$ cat src/rtl/core/assert_macros.svh
// Assertion macros shared by the PPM decoder RTL.
`ifndef ASSERT_MACROS_SVH
`define ASSERT_MACROS_SVH

// Clocked property, disabled during reset.
`define ASSERT_PROP(lbl, prop, msg) \
	lbl: assert property (@(posedge clk) disable iff (!arst_n) prop) \
		else $error(msg);

// Condition that must never hold on a clock edge.
`define ASSERT_NEVER(lbl, expr, msg) \
	`ASSERT_PROP(lbl, !(expr), msg)

`endif

$ cat src/rtl/core/rppm_pkg.sv
// Package with types and constants of the PPM frame decoder.
package rppm_pkg;

	localparam int MAX_CHANNELS  = 16;
	localparam int CH_IDX_BITS   = $clog2(MAX_CHANNELS);
	localparam int COUNTER_BITS  = 16;
	localparam int CMP_BITS      = 24;
	localparam int STORE_BITS    = 12;
	localparam int FIELD_CH_BITS = 4;
	localparam int VALUE_BITS    = 13;
	localparam int WD_BITS       = 24;
	localparam int CFG_DATA_BITS = 24;
	localparam int CFG_IDX_BITS  = 2;

	localparam logic [COUNTER_BITS-1:0] CNT_MAX   = {COUNTER_BITS{1'b1}};
	localparam logic [STORE_BITS-1:0]   STORE_MAX = {STORE_BITS{1'b1}};
	localparam logic [CH_IDX_BITS-1:0]  CH_LAST   = CH_IDX_BITS'(MAX_CHANNELS - 1);

	localparam logic [15:0]         SYNC_RST   = 16'd3000;
	localparam logic [15:0]         LOST_RST   = 16'd50000;
	localparam logic [11:0]         ZERO_RST   = 12'd1500;
	localparam logic [WD_BITS-1:0]  PERIOD_RST = 24'd3000000;

	localparam logic [FIELD_CH_BITS-1:0] FAILSAFE_CHANNEL = 4'd2;
	localparam logic signed [VALUE_BITS-1:0] FAILSAFE_VALUE = -13'sd500;

	typedef enum logic [1:0] {
		KIND_CHANNEL  = 2'd0,
		KIND_LOST     = 2'd1,
		KIND_FAILSAFE = 2'd2
	} kind_t;

	typedef enum logic [CFG_IDX_BITS-1:0] {
		REG_SYNC   = 2'd0,
		REG_LOST   = 2'd1,
		REG_ZERO   = 2'd2,
		REG_PERIOD = 2'd3
	} reg_idx_t;

	typedef struct packed {
		logic                   accept;
		logic                   load;
		kind_t                  kind;
		logic [CH_IDX_BITS-1:0] idx;
		logic                   last;
	} rppm_cmd_t;

	typedef struct packed {
		logic frame_good;
		logic frame_lost;
		logic fail;
		logic out_free;
	} rppm_sts_t;

endpackage

$ cat src/rtl/core/rppm_ctrl.sv
// Controller: accepts samples and sequences the result beats of one tick.
`include "assert_macros.svh"

module rppm_ctrl
	import rppm_pkg::*;
(
	input  logic      clk,
	input  logic      arst_n,
	input  logic      sample_valid,
	output logic      sample_ready,
	input  rppm_sts_t st,
	output rppm_cmd_t cmd
);

	typedef enum logic [1:0] {
		S_IDLE,
		S_CHAN,
		S_LOST,
		S_FAIL
	} state_t;

	state_t                 state_q;
	logic [CH_IDX_BITS-1:0] idx_q;
	logic                   fs_pend_q;

	assign sample_ready = (state_q == S_IDLE);

	always_comb begin
		cmd.accept = sample_ready && sample_valid;
		cmd.load   = (state_q != S_IDLE) && st.out_free;
		cmd.idx    = idx_q;
		unique case (state_q)
			S_CHAN: begin
				cmd.kind = KIND_CHANNEL;
				cmd.last = (idx_q == CH_LAST) && !fs_pend_q;
			end
			S_LOST: begin
				cmd.kind = KIND_LOST;
				cmd.last = !fs_pend_q;
			end
			S_FAIL: begin
				cmd.kind = KIND_FAILSAFE;
				cmd.last = 1'b1;
			end
			default: begin
				cmd.kind = KIND_CHANNEL;
				cmd.last = 1'b0;
			end
		endcase
	end

	always_ff @(posedge clk or negedge arst_n) begin
		if (!arst_n) begin
			state_q   <= S_IDLE;
			idx_q     <= '0;
			fs_pend_q <= 1'b0;
		end else begin
			unique case (state_q)
				S_IDLE: begin
					if (cmd.accept) begin
						idx_q     <= '0;
						fs_pend_q <= st.fail;
						if (st.frame_good)
							state_q <= S_CHAN;
						else if (st.frame_lost)
							state_q <= S_LOST;
						else if (st.fail)
							state_q <= S_FAIL;
					end
				end
				S_CHAN: begin
					if (cmd.load) begin
						idx_q <= idx_q + 1'b1;
						if (idx_q == CH_LAST)
							state_q <= fs_pend_q ? S_FAIL : S_IDLE;
					end
				end
				S_LOST: begin
					if (cmd.load)
						state_q <= fs_pend_q ? S_FAIL : S_IDLE;
				end
				S_FAIL: begin
					if (cmd.load) begin
						fs_pend_q <= 1'b0;
						state_q   <= S_IDLE;
					end
				end
				default: state_q <= S_IDLE;
			endcase
		end
	end

	`ASSERT_PROP(a_last_to_idle, (cmd.load && cmd.last) |=> (state_q == S_IDLE), "last beat did not end the run")
	`ASSERT_PROP(a_good_starts_ch0, (cmd.accept && st.frame_good) |=> (state_q == S_CHAN && idx_q == '0), "good frame did not start at channel 0")
	`ASSERT_NEVER(a_good_no_fail, cmd.accept && st.frame_good && st.fail, "failsafe raised on a good frame")

endmodule

$ cat src/rtl/core/rppm_dpath.sv
// Datapath: interval timing, channel store, watchdog and result register.
`include "assert_macros.svh"

module rppm_dpath
	import rppm_pkg::*;
(
	input  logic                            clk,
	input  logic                            arst_n,
	input  logic                            pin_level,
	input  logic                            cfg_we,
	input  logic [CFG_IDX_BITS-1:0]         cfg_index,
	input  logic [CFG_DATA_BITS-1:0]        cfg_data,
	input  rppm_cmd_t                       cmd,
	output rppm_sts_t                       st,
	output logic                            result_valid,
	input  logic                            result_ready,
	output logic [1:0]                      result_kind,
	output logic [FIELD_CH_BITS-1:0]        channel_index,
	output logic signed [VALUE_BITS-1:0]    channel_value,
	output logic [FIELD_CH_BITS-1:0]        channel_count,
	output logic                            last
);

	logic [15:0]             sync_q;
	logic [15:0]             lost_q;
	logic [STORE_BITS-1:0]   zero_q;
	logic [WD_BITS-1:0]      period_q;

	logic                    prev_q;
	logic                    run_q;
	logic [COUNTER_BITS-1:0] ic_q;
	logic [STORE_BITS-1:0]   store_q [MAX_CHANNELS];
	logic [CH_IDX_BITS-1:0]  ptr_q;
	logic [FIELD_CH_BITS-1:0] cnt_q;
	logic [WD_BITS-1:0]      wd_q;
	logic                    good_q;

	logic                    valid_q;
	kind_t                   kind_q;
	logic [FIELD_CH_BITS-1:0] idx_q;
	logic signed [VALUE_BITS-1:0] val_q;
	logic [FIELD_CH_BITS-1:0] count_q;
	logic                    last_q;

	logic [COUNTER_BITS-1:0] ic_inc;
	logic                    fall;
	logic                    is_sync;
	logic                    is_lost;
	logic [STORE_BITS-1:0]   store_val;
	logic [CH_IDX_BITS-1:0]  ptr_nxt;
	logic [WD_BITS-1:0]      wd_inc;
	logic                    wd_fire;
	logic [STORE_BITS-1:0]   rd_width;
	logic signed [VALUE_BITS-1:0] chan_val;

	always_comb begin
		ic_inc    = (run_q && ic_q != CNT_MAX) ? ic_q + 1'b1 : ic_q;
		fall      = prev_q && !pin_level;
		is_sync   = CMP_BITS'(ic_inc) >= CMP_BITS'(sync_q);
		is_lost   = CMP_BITS'(ic_inc) >= CMP_BITS'(lost_q);
		store_val = (CMP_BITS'(ic_inc) > CMP_BITS'(STORE_MAX)) ? STORE_MAX
			: ic_inc[STORE_BITS-1:0];
		ptr_nxt   = (ptr_q == CH_LAST) ? '0 : ptr_q + 1'b1;
		wd_inc    = wd_q + 1'b1;
		wd_fire   = wd_inc >= period_q;
		rd_width  = store_q[cmd.idx];
		chan_val  = $signed({1'b0, rd_width}) - $signed({1'b0, zero_q});

		st.frame_good = fall && is_sync && !is_lost;
		st.frame_lost = fall && is_sync && is_lost;
		st.fail       = wd_fire && !(good_q || st.frame_good);
		st.out_free   = !valid_q || result_ready;
	end

	// config registers
	always_ff @(posedge clk or negedge arst_n) begin
		if (!arst_n) begin
			sync_q   <= SYNC_RST;
			lost_q   <= LOST_RST;
			zero_q   <= ZERO_RST;
			period_q <= PERIOD_RST;
		end else if (cfg_we) begin
			unique case (reg_idx_t'(cfg_index))
				REG_SYNC:   sync_q   <= cfg_data[15:0];
				REG_LOST:   lost_q   <= cfg_data[15:0];
				REG_ZERO:   zero_q   <= cfg_data[STORE_BITS-1:0];
				REG_PERIOD: period_q <= cfg_data[WD_BITS-1:0];
				default: ;
			endcase
		end
	end

	// per-tick state
	always_ff @(posedge clk or negedge arst_n) begin
		if (!arst_n) begin
			prev_q <= 1'b1;
			run_q  <= 1'b0;
			ic_q   <= '0;
			ptr_q  <= '0;
			cnt_q  <= '0;
			wd_q   <= '0;
			good_q <= 1'b0;
			for (int i = 0; i < MAX_CHANNELS; i++)
				store_q[i] <= '0;
		end else if (cmd.accept) begin
			prev_q <= pin_level;
			if (fall) begin
				ic_q  <= '0;
				run_q <= 1'b1;
				if (is_sync) begin
					cnt_q <= FIELD_CH_BITS'(ptr_q);
					ptr_q <= '0;
				end else begin
					store_q[ptr_q] <= store_val;
					ptr_q          <= ptr_nxt;
				end
			end else begin
				ic_q <= ic_inc;
			end
			if (wd_fire) begin
				wd_q   <= '0;
				good_q <= 1'b0;
			end else begin
				wd_q <= wd_inc;
				if (st.frame_good)
					good_q <= 1'b1;
			end
		end
	end

	// result register
	always_ff @(posedge clk or negedge arst_n) begin
		if (!arst_n)
			valid_q <= 1'b0;
		else if (cmd.load)
			valid_q <= 1'b1;
		else if (result_ready)
			valid_q <= 1'b0;
	end

	always_ff @(posedge clk) begin
		if (cmd.load) begin
			kind_q <= cmd.kind;
			last_q <= cmd.last;
			unique case (cmd.kind)
				KIND_CHANNEL: begin
					idx_q   <= FIELD_CH_BITS'(cmd.idx);
					val_q   <= chan_val;
					count_q <= cnt_q;
				end
				KIND_FAILSAFE: begin
					idx_q   <= FAILSAFE_CHANNEL;
					val_q   <= FAILSAFE_VALUE;
					count_q <= '0;
				end
				default: begin
					idx_q   <= '0;
					val_q   <= '0;
					count_q <= '0;
				end
			endcase
		end
	end

	assign result_valid  = valid_q;
	assign result_kind   = kind_q;
	assign channel_index = idx_q;
	assign channel_value = val_q;
	assign channel_count = count_q;
	assign last          = last_q;

	`ASSERT_NEVER(a_ptr_range, ptr_q > CH_LAST, "channel pointer out of range")

endmodule

$ cat src/rtl/core/rc_ppm_frame_decoder.sv
// Top level of the RC PPM frame decoder.
//
// Usage:
//   sample channel (sample_valid/sample_ready, pin_level): one beat per
//   microsecond tick carrying the sampled PPM line level.
//   result channel (result_valid/result_ready): channel values, lost-frame
//   and failsafe beats; last marks the final beat caused by one sample.
//   cfg_we/cfg_index/cfg_data: register write, one per cycle, no wait.
// Throughput: a sample that causes no result is taken every cycle. A sample
//   that ends a good frame holds sample_ready low while the sequencer walks
//   the sixteen stored channels, one per cycle while the output is free. A
//   lost frame, a failsafe beat or both together hold it low until loaded.
// An accepted sample sets the controller state; the first result beat is then loaded into the result register.
// The next sample is taken as soon as the last result sits in the output
//   register, even if the receiver has not yet taken it.
// A stalled receiver pauses the sequencer; nothing is dropped.
// Reset: registers return to their defaults, the channel store clears,
//   the line is assumed idle high and the watchdog restarts from zero.
module rc_ppm_frame_decoder
	import rppm_pkg::*;
(
	input  logic                         clk,
	input  logic                         arst_n,
	input  logic                         sample_valid,
	output logic                         sample_ready,
	input  logic                         pin_level,
	output logic                         result_valid,
	input  logic                         result_ready,
	output logic [1:0]                   result_kind,
	output logic [FIELD_CH_BITS-1:0]     channel_index,
	output logic signed [VALUE_BITS-1:0] channel_value,
	output logic [FIELD_CH_BITS-1:0]     channel_count,
	output logic                         last,
	input  logic                         cfg_we,
	input  logic [CFG_IDX_BITS-1:0]      cfg_index,
	input  logic [CFG_DATA_BITS-1:0]     cfg_data
);

	rppm_cmd_t cmd;
	rppm_sts_t st;

	rppm_ctrl u_ctrl (
		.clk          (clk),
		.arst_n       (arst_n),
		.sample_valid (sample_valid),
		.sample_ready (sample_ready),
		.st           (st),
		.cmd          (cmd)
	);

	rppm_dpath u_dpath (
		.clk           (clk),
		.arst_n        (arst_n),
		.pin_level     (pin_level),
		.cfg_we        (cfg_we),
		.cfg_index     (cfg_index),
		.cfg_data      (cfg_data),
		.cmd           (cmd),
		.st            (st),
		.result_valid  (result_valid),
		.result_ready  (result_ready),
		.result_kind   (result_kind),
		.channel_index (channel_index),
		.channel_value (channel_value),
		.channel_count (channel_count),
		.last          (last)
	);

endmodule
$ cat config.mk
export PLATFORM = sky130hd
export DESIGN_NAME = rc_ppm_frame_decoder
export DESIGN_NICKNAME = d
export VERILOG_FILES = /design/src/rtl/core/rppm_pkg.sv /design/src/rtl/core/rppm_ctrl.sv /design/src/rtl/core/rppm_dpath.sv /design/src/rtl/core/rc_ppm_frame_decoder.sv
export VERILOG_INCLUDE_DIRS = /design/src /design/src/rtl/core
export SDC_FILE = /design/constraint.sdc
export NUM_CORES = 1
export LEC_CHECK = 0
export ABC_AREA = 1
export BUFFER_PORTS_ARGS = -buffer_cell sky130_fd_sc_hd__buf_4
export CAP_MARGIN = 20
export CORE_MARGIN = 2
export CORE_UTILIZATION = 68
export CTS_CLUSTER_DIAMETER = 200
export CTS_CLUSTER_SIZE = 24
export DETAILED_ROUTE_END_ITERATION = 8
export PLACE_DENSITY_LB_ADDON = 0.1
export SLEW_MARGIN = 25
export SYNTH_ARGS = -nofsm -noshare
export SYNTH_HDL_FRONTEND = slang
export SYNTH_SLANG_ARGS = --single-unit
$ cat constraint.sdc
create_clock -name clk -period 10.1 [get_ports clk]
set_clock_uncertainty 0.1 [all_clocks]
set_input_delay 0.505 -clock clk [delete_from_list [all_inputs] [get_ports clk]]
set_output_delay 0.505 -clock clk [all_outputs]
set_load 0.05 [all_outputs]
==> results of run 1 <==
-- registers in the layout, indices dropped and copies added, names as in the netlist --
signal,flops
u_dpath.ic_q,16
u_dpath.result_valid,1
u_dpath.cnt_q,4
u_dpath.ptr_q,4
u_dpath.good_q,1
u_dpath.period_q,24
u_dpath.result_kind,2
u_dpath.lost_q,16
u_dpath.sync_q,16
u_dpath.channel_index,4
u_dpath.store_q,192
u_ctrl.state_q,2
u_dpath.prev_q,1
u_dpath.wd_q,24
u_dpath.last,1
u_dpath.zero_q,12
u_ctrl.fs_pend_q,1
u_dpath.run_q,1
u_ctrl.idx_q,4
u_dpath.channel_value,13
u_dpath.channel_count,4
-- stage by stage --
| stage | utilization (%) | setup WS [ps] | hold slack (ps) |
|---|---|---|---|
| after floorplan | - | 6500 | 109 |
| after CTS | 73.2 | 5130 | 108 |
| after global routing | 73.3 | 4580 | 139 |
| final | 73.3 | 4890 | 113 |
| after global placement | 71.1 | 5300 | 357 |
| after detailed placement | 71.1 | 5160 | 360 |
-- cells in the mapped netlist (all sizes together), types with 5 or more instances --
cell,n
o211ai,7
nand3,54
o22ai,48
o21a,5
nand4,15
dfrtp,288
edfxtp,24
nand2,869
a22o,12
ha,81
dfstp,31
a21oi,56
o21ai,200
buf,32
xor2,32
o221ai,15
nor3,14
nor2,196
inv,223
clkbuf,73
-- power by group through the flow --
stage,clock network (mW),registers [mW],logic (mW)
global route,0.876,2.07,2.81
floorplan,0,2.17,1.65
detailed placement,0,2.05,2.48
CTS,0.830,2.03,2.49
finish,0.828,2.04,2.54
global placement,0,2.04,2.41
-- cells by family (layout without fill, tap and decap cells) --
kind of cell / after synthesis / after routing / share of synthesized area (%)
simple gates: 1157 / 1157 / 25.5
fa+ha+maj: 82 / 82 / 5.74
flops: 343 / 343 / 48.5
xor+xnor: 34 / 34 / 1.65
mux: 1 / 1 / 0.0625
buf+inv: 329 / 334 / 7.49
compound gates: 354 / 354 / 11.1
-- layer usage --
layer | GRT usage [%] | wire length, um
met5 | 0 | 0
met4 | 12.5 | 1650
met3 | 5.73 | 4800
met2 | 55.1 | 21800
met1 | 48.6 | 19300
-- path summary, 6_finish.rpt --
| check | from | to | slack [ps] | cells after the start |
|---|---|---|---|---|
| hold reg to reg | u_dpath.period_q[18] | u_dpath.period_q[18] | 380 | 2 |
| setup / recovery | u_dpath.ic_q[4] | u_dpath.store_q[169] | 4890 | 22 |
| max in group asynchronous | arst_n | u_dpath.store_q[23] | 8090 | 3 |
| setup reg to reg | u_dpath.ic_q[4] | u_dpath.store_q[169] | 4890 | 22 |
| min in group asynchronous | arst_n | u_dpath.store_q[52] | 440 | 2 |
| hold / removal | cfg_data[21] | u_dpath.period_q[21] | 110 | 3 |
-- cell type report --
class	instances	area [sq um]	share of cell area, %
multi-input combinational	1628	7940	41.5
clock inverter	1	20.0	0.105
sequential	343	8740	45.8
tap	335	419	2.19
inverter	224	841	4.40
timing repair buffer	78	628	3.29
clock buffer	31	520	2.72
-- worst min-delay path: stages --
cell and delay (ps):
buf_4 110, nor2_1 90, a21oi_1 40
==> results.md, run 1 <==
* Fin. Hold Viols at 0
* Ant diodes at 0
* Comb pwr share at 47.0%
* Max clock buf depth at 3
* CP startpoint kind: register
* CP Data Required Time at 10440 ps
* Seq/Total Area, Yosys at 48.5%
* RSZ-0062 raised after global routing: no
* Filler Cell Count at 2046
* Mean Syn Cell Area at 7.83 sq um
* Via Count at 15632
* CP Capture Type: register
* Overall Power at 5.40 mW
* Die Ht at 167 um
* PortBufs at 57
* Post-synthesis cell area at 18000 sq um
* Post-Layout Inst Area at 19100 sq um
* Critical Path Slowest Stage Cell: nor2_1
* CP top delay family: simple AND/OR/NAND/NOR gates
* Commonest non-fill, non-tap cell in the layout: nand2_1
* DRC at 0
* # setup viols final at 0
* FFs w/ async S/R, synth at 93.0%
* Non-Filler Instances at 2640
* Syn-to-layout area delta at 6.03%
* Fmax at 192 MHz
* Sequential power share at 37.7%
* Max Cap Viol at 0
* Die X at 167 um
* Core area at 26100 sq um
* Critical path's most frequent cell: nand2_1
* CTS Buf Count at 18
* Slew Viols, Final at 0
* Most frequent cells in the layout: 857 x nand2_1, 287 x dfrtp_1, 218 x inv_1
* Total Neg Setup Slack at 0 ps
* Clock share of power at 15.3%
* Hold buffer count at CTS at 1
* TritonRoute pass-1 iters at 6
* VDD IR max at 365 uV
* Ys flop type: dfrtp_1
* Slew margin rel. at 29.6%
* WS Path Type: register to register
* H-Tree Depth at 1
* Final Cycle Share at 51.6%
* DPL Wire Length at 32000 um
* Critical path's largest stage delay at 850 ps
* Yosys warning count at 0
* P_int at 2.94 mW
* CTS tree: done
* Share of cells above drive strength 1 at 6.77%
* Vias in the first global route at 15231
* Post-DRT Antenna Nets at 0
* Final net count at 2407
* Global-route wire length before repair at 77800 um
* Vias per inst at 5.92
* Leakage at 10.2 nW
* Gr ovfl total at 0
* Reg clk slew, reported paths at 100 ps
* Final wirelength at 47600 um
* Synth top area share at 40.0%
* Outcome: completed
* # IOs at 58
* Critical path, cell by cell: inv_1 > nor2_1 > nand2_1 > nor3_1 > nand2_1 > nand2_4 > inv_2 > o21ai_1 > inv_1 > ha_1 > nand2_1 > nand2_1 > nand3_1 > nand2_1 > a21oi_1 > nand2_1 > nor2_1 > nand2_1 > nor2_1 > inv_1 > nand2_1 > nand2_1
* Initial antenna violation count at 0
* Die area at 27800 sq um
* Gr usage total at 34.6%
* Clock Tree Root: clkbuf_16
* Synth Instances at 2300
* Net Sw Frac at 45.6%
* Routability Congestion at 0.919
* CP bufs+invs at 4
* Placed cells at 2606
* Power Dens Cells at 283 nW/um^2
* Post-CTS sizing at 0
* Clock Sinks at 343
* Switch Pwr at 2.46 mW
* Post-CTS setup buffers at 0
* Initial Utilization at 69.2%
* DR WL/cell at 18.0 um
* Post-synthesis sequential element count at 343
* Final Critical Period at 5210 ps
* Crit path DAT at 5540 ps
* Cell taking the most area after synthesis: dfrtp_1
* Largest net degree at the start of global routing at 173
* Max Fanout on Critical Path at 15
* Skew-Pair Late Insertion Delay at 540 ps
* Worst Hold Class: input port to register
* DR iter-0 viols at 1913
* Synth Net Count at 2414
* Least-Margin Pin Slew at 1050 ps
* FP Rows at 59
* Synth cell types at 44
* Number of synthesized flops with an enable pin at 24
* Post-place instance area at 18500 sq um
* Top cells by area, synth: dfrtp_1 40%, nand2_1 18%, ha_1 5.6%, o21ai_0 5.4%, inv_1 4.5%
(Power assumes the default switching activity.)
==> run 2: changes to the inputs <==
--- a/config.mk
+++ b/config.mk
@@ -10,7 +10,7 @@
 export BUFFER_PORTS_ARGS = -buffer_cell sky130_fd_sc_hd__buf_4
 export CAP_MARGIN = 20
 export CORE_MARGIN = 2
-export CORE_UTILIZATION = 68
+export CORE_UTILIZATION = 63
 export CTS_CLUSTER_DIAMETER = 200
 export CTS_CLUSTER_SIZE = 24
 export DETAILED_ROUTE_END_ITERATION = 8
==> constraint.sdc (replaced) <==
create_clock -name clk -period 5.3 [get_ports clk]
set_clock_uncertainty 0.1 [all_clocks]
set_input_delay 0.265 -clock clk [delete_from_list [all_inputs] [get_ports clk]]
set_output_delay 0.265 -clock clk [all_outputs]
set_load 0.05 [all_outputs]
==> run 2 against run 1 <==
Against the previous run:
- flip-flop and latch count unchanged
- clock-buffer cell count is the same
- setup slack lost 4100 ps
- critical path depth grew 3
- non-clock buffer count up 31
- final area increased by 1.7%
- critical path type unchanged
- largest power group unchanged
==> results.md, run 2 (same netlist as run 1, synthesis figures left out) <==
* Outcome: completed
* Final Cycle Share at 84.7%
* Clock Tree Root: clkbuf_16
* Met2 Use GR at 50.4%
* Post-place instance area at 18700 sq um
* Fin. Hold Viols at 0
* Initial antenna violation count at 0
* Post-CTS sizing at 0
* Overall Power at 10.5 mW
* Final setup margin at 812 ps
* DRC at 0
* Final Critical Period at 4490 ps
* GR Layer Usage met1 at 48.4%
* FP Rows at 61
* Post-DRT Antenna Nets at 0
* Max clock buf depth at 3
* Max FFs per register at 192
* # setup viols final at 0
* Most frequent cells in the layout: 857 x nand2_1, 287 x dfrtp_1, 218 x inv_1
* VDD IR max at 626 uV
* CP Data Required Time at 5620 ps
* DR iter-0 viols at 1566
* Total Neg Setup Slack at 0 ps
* Critical Path Slowest Stage Cell: dfrtp_1
* Die Ht at 173 um
* Final wirelength at 49600 um
* Worst Hold Class: input port to register
* CTS Buf Count at 18
* Routability Congestion at 0.949
* Commonest non-fill, non-tap cell in the layout: nand2_1
* Core area at 28000 sq um
* Gr ovfl total at 0
* Met3 Resource Use GR at 7.45%
* Slew margin rel. at 33.3%
* Share of cells above drive strength 1 at 7.19%
* Crit path DAT at 4810 ps
* Gr usage total at 33.2%
* CTS tree: done
* RSZ-0062 raised after global routing: no
* Post-CTS setup buffers at 0
* TritonRoute pass-1 iters at 7
* Final net count at 2438
* PortBufs at 57
* Via Count at 15759
* Reg clk slew, reported paths at 100 ps
* Max Cap Viol at 0
* Initial Utilization at 64.3%
* Pre-CTS setup slack at 934 ps
* Fmax at 223 MHz
* Die area at 30000 sq um
* Gr busiest metal: met2
* Largest net degree at the start of global routing at 128
* Ant diodes at 0
* H-Tree Depth at 1
* CP startpoint kind: register
* Least-Margin Pin Slew at 999 ps
* Global-route wire length before repair at 79700 um
* CP Capture Type: register
* Top Registers: u_dpath.store_q x192, u_dpath.period_q x24, u_dpath.wd_q x24
* DR WL/cell at 18.3 um
* Skew-Pair Late Insertion Delay at 540 ps
* Power Dens Cells at 538 nW/um^2
* WS Path Type: register to register
* # IOs at 58
* Top reg by flops: u_dpath.store_q
* Vias per inst at 5.81
* Syn-to-layout area delta at 7.85%
* Leakage at 10.3 nW
* DPL Wire Length at 33500 um
* Die X at 173 um
* Clock Sinks at 343
* Critical path's largest stage delay at 460 ps
* Vias in the first global route at 14817
* Slew Viols, Final at 0
* Max Fanout on Critical Path at 15
* Post-Layout Inst Area at 19400 sq um
* Critical path's most frequent cell: nand2_1
-- run 2: changes by cell type in the layout (fill, tap and decap cells not counted) --
cell | before | now
dlygate4sd3_1 | 1 | 20
buf_4 | 74 | 86
buf_12 | 1 | 2
buf_16 | 1 | 0
-- run 2: worst max-delay path, delay by kind of cell, from the launching register on --
family / cells / cell delay, ps
and+or+nand+nor: 17 / 2100
buffers and inverters: 5 / 810
DFF: 1 / 460
xor gates and xnor gates: 1 / 340
adders and majority gates: 2 / 530
-- run 2: power by group --
group / switching (mW) / internal, mW / leakage (nW)
sequential: 0.441 / 3.45 / 4.43
clock: 0.897 / 0.689 / 0.258
combinational: 3.48 / 1.50 / 5.60
-- run 2: metal layers --
metal  vias to the layer above  wire length [um]  share of wire, %
met2                       719             22000                44
met5                         -                 0                 0
met4                         0              1260               2.5
met1                      7606             21300                43
li1                       7350                 -                 -
met3                        84              5080                10
-- run 2: cell type report --
class,instances,area (sq um)
clock buffers,31,520
clock inverters,1,20.0
fillers,2343,8580
inverters,224,841
multi-input cells,1628,7940
flip-flops and latches,343,8740
well taps,378,473
repair buffers,109,901
-- run 2: metrics by stage --
step | cells | util (%) | hold slack, ps
2_1_floorplan | 2300 | - | -131
3_3_place_gp | 2662 | 66.7 | 175
3_5_place_dp | 2662 | 66.7 | 180
4_1_cts | 2714 | 69.4 | 8.77
5_1_grt | 2714 | 69.4 | 8.53
6_report | 2714 | 69.4 | 15.7
-- run 2: path summary, 6_finish.rpt --
check / startpoint / end / slack [ps] / cells after the start
min: cfg_data[0] / u_dpath.zero_q[0] / 20 / 3
min in group asynchronous: arst_n / u_dpath.result_valid / 180 / 2
max: u_dpath.ic_q[0] / u_dpath.store_q[184] / 810 / 25
min reg2reg: u_dpath.store_q[65] / u_dpath.store_q[65] / 380 / 2
max reg2reg: u_dpath.ic_q[0] / u_dpath.store_q[184] / 810 / 25
max in group asynchronous: arst_n / u_dpath.store_q[189] / 3640 / 3
-- run 2: repair_timing --
action | CTS | global route
hold endpoints to repair | 100 | 0
hold buffers | 20 | 0
setup endpoints to repair | 0 | 0
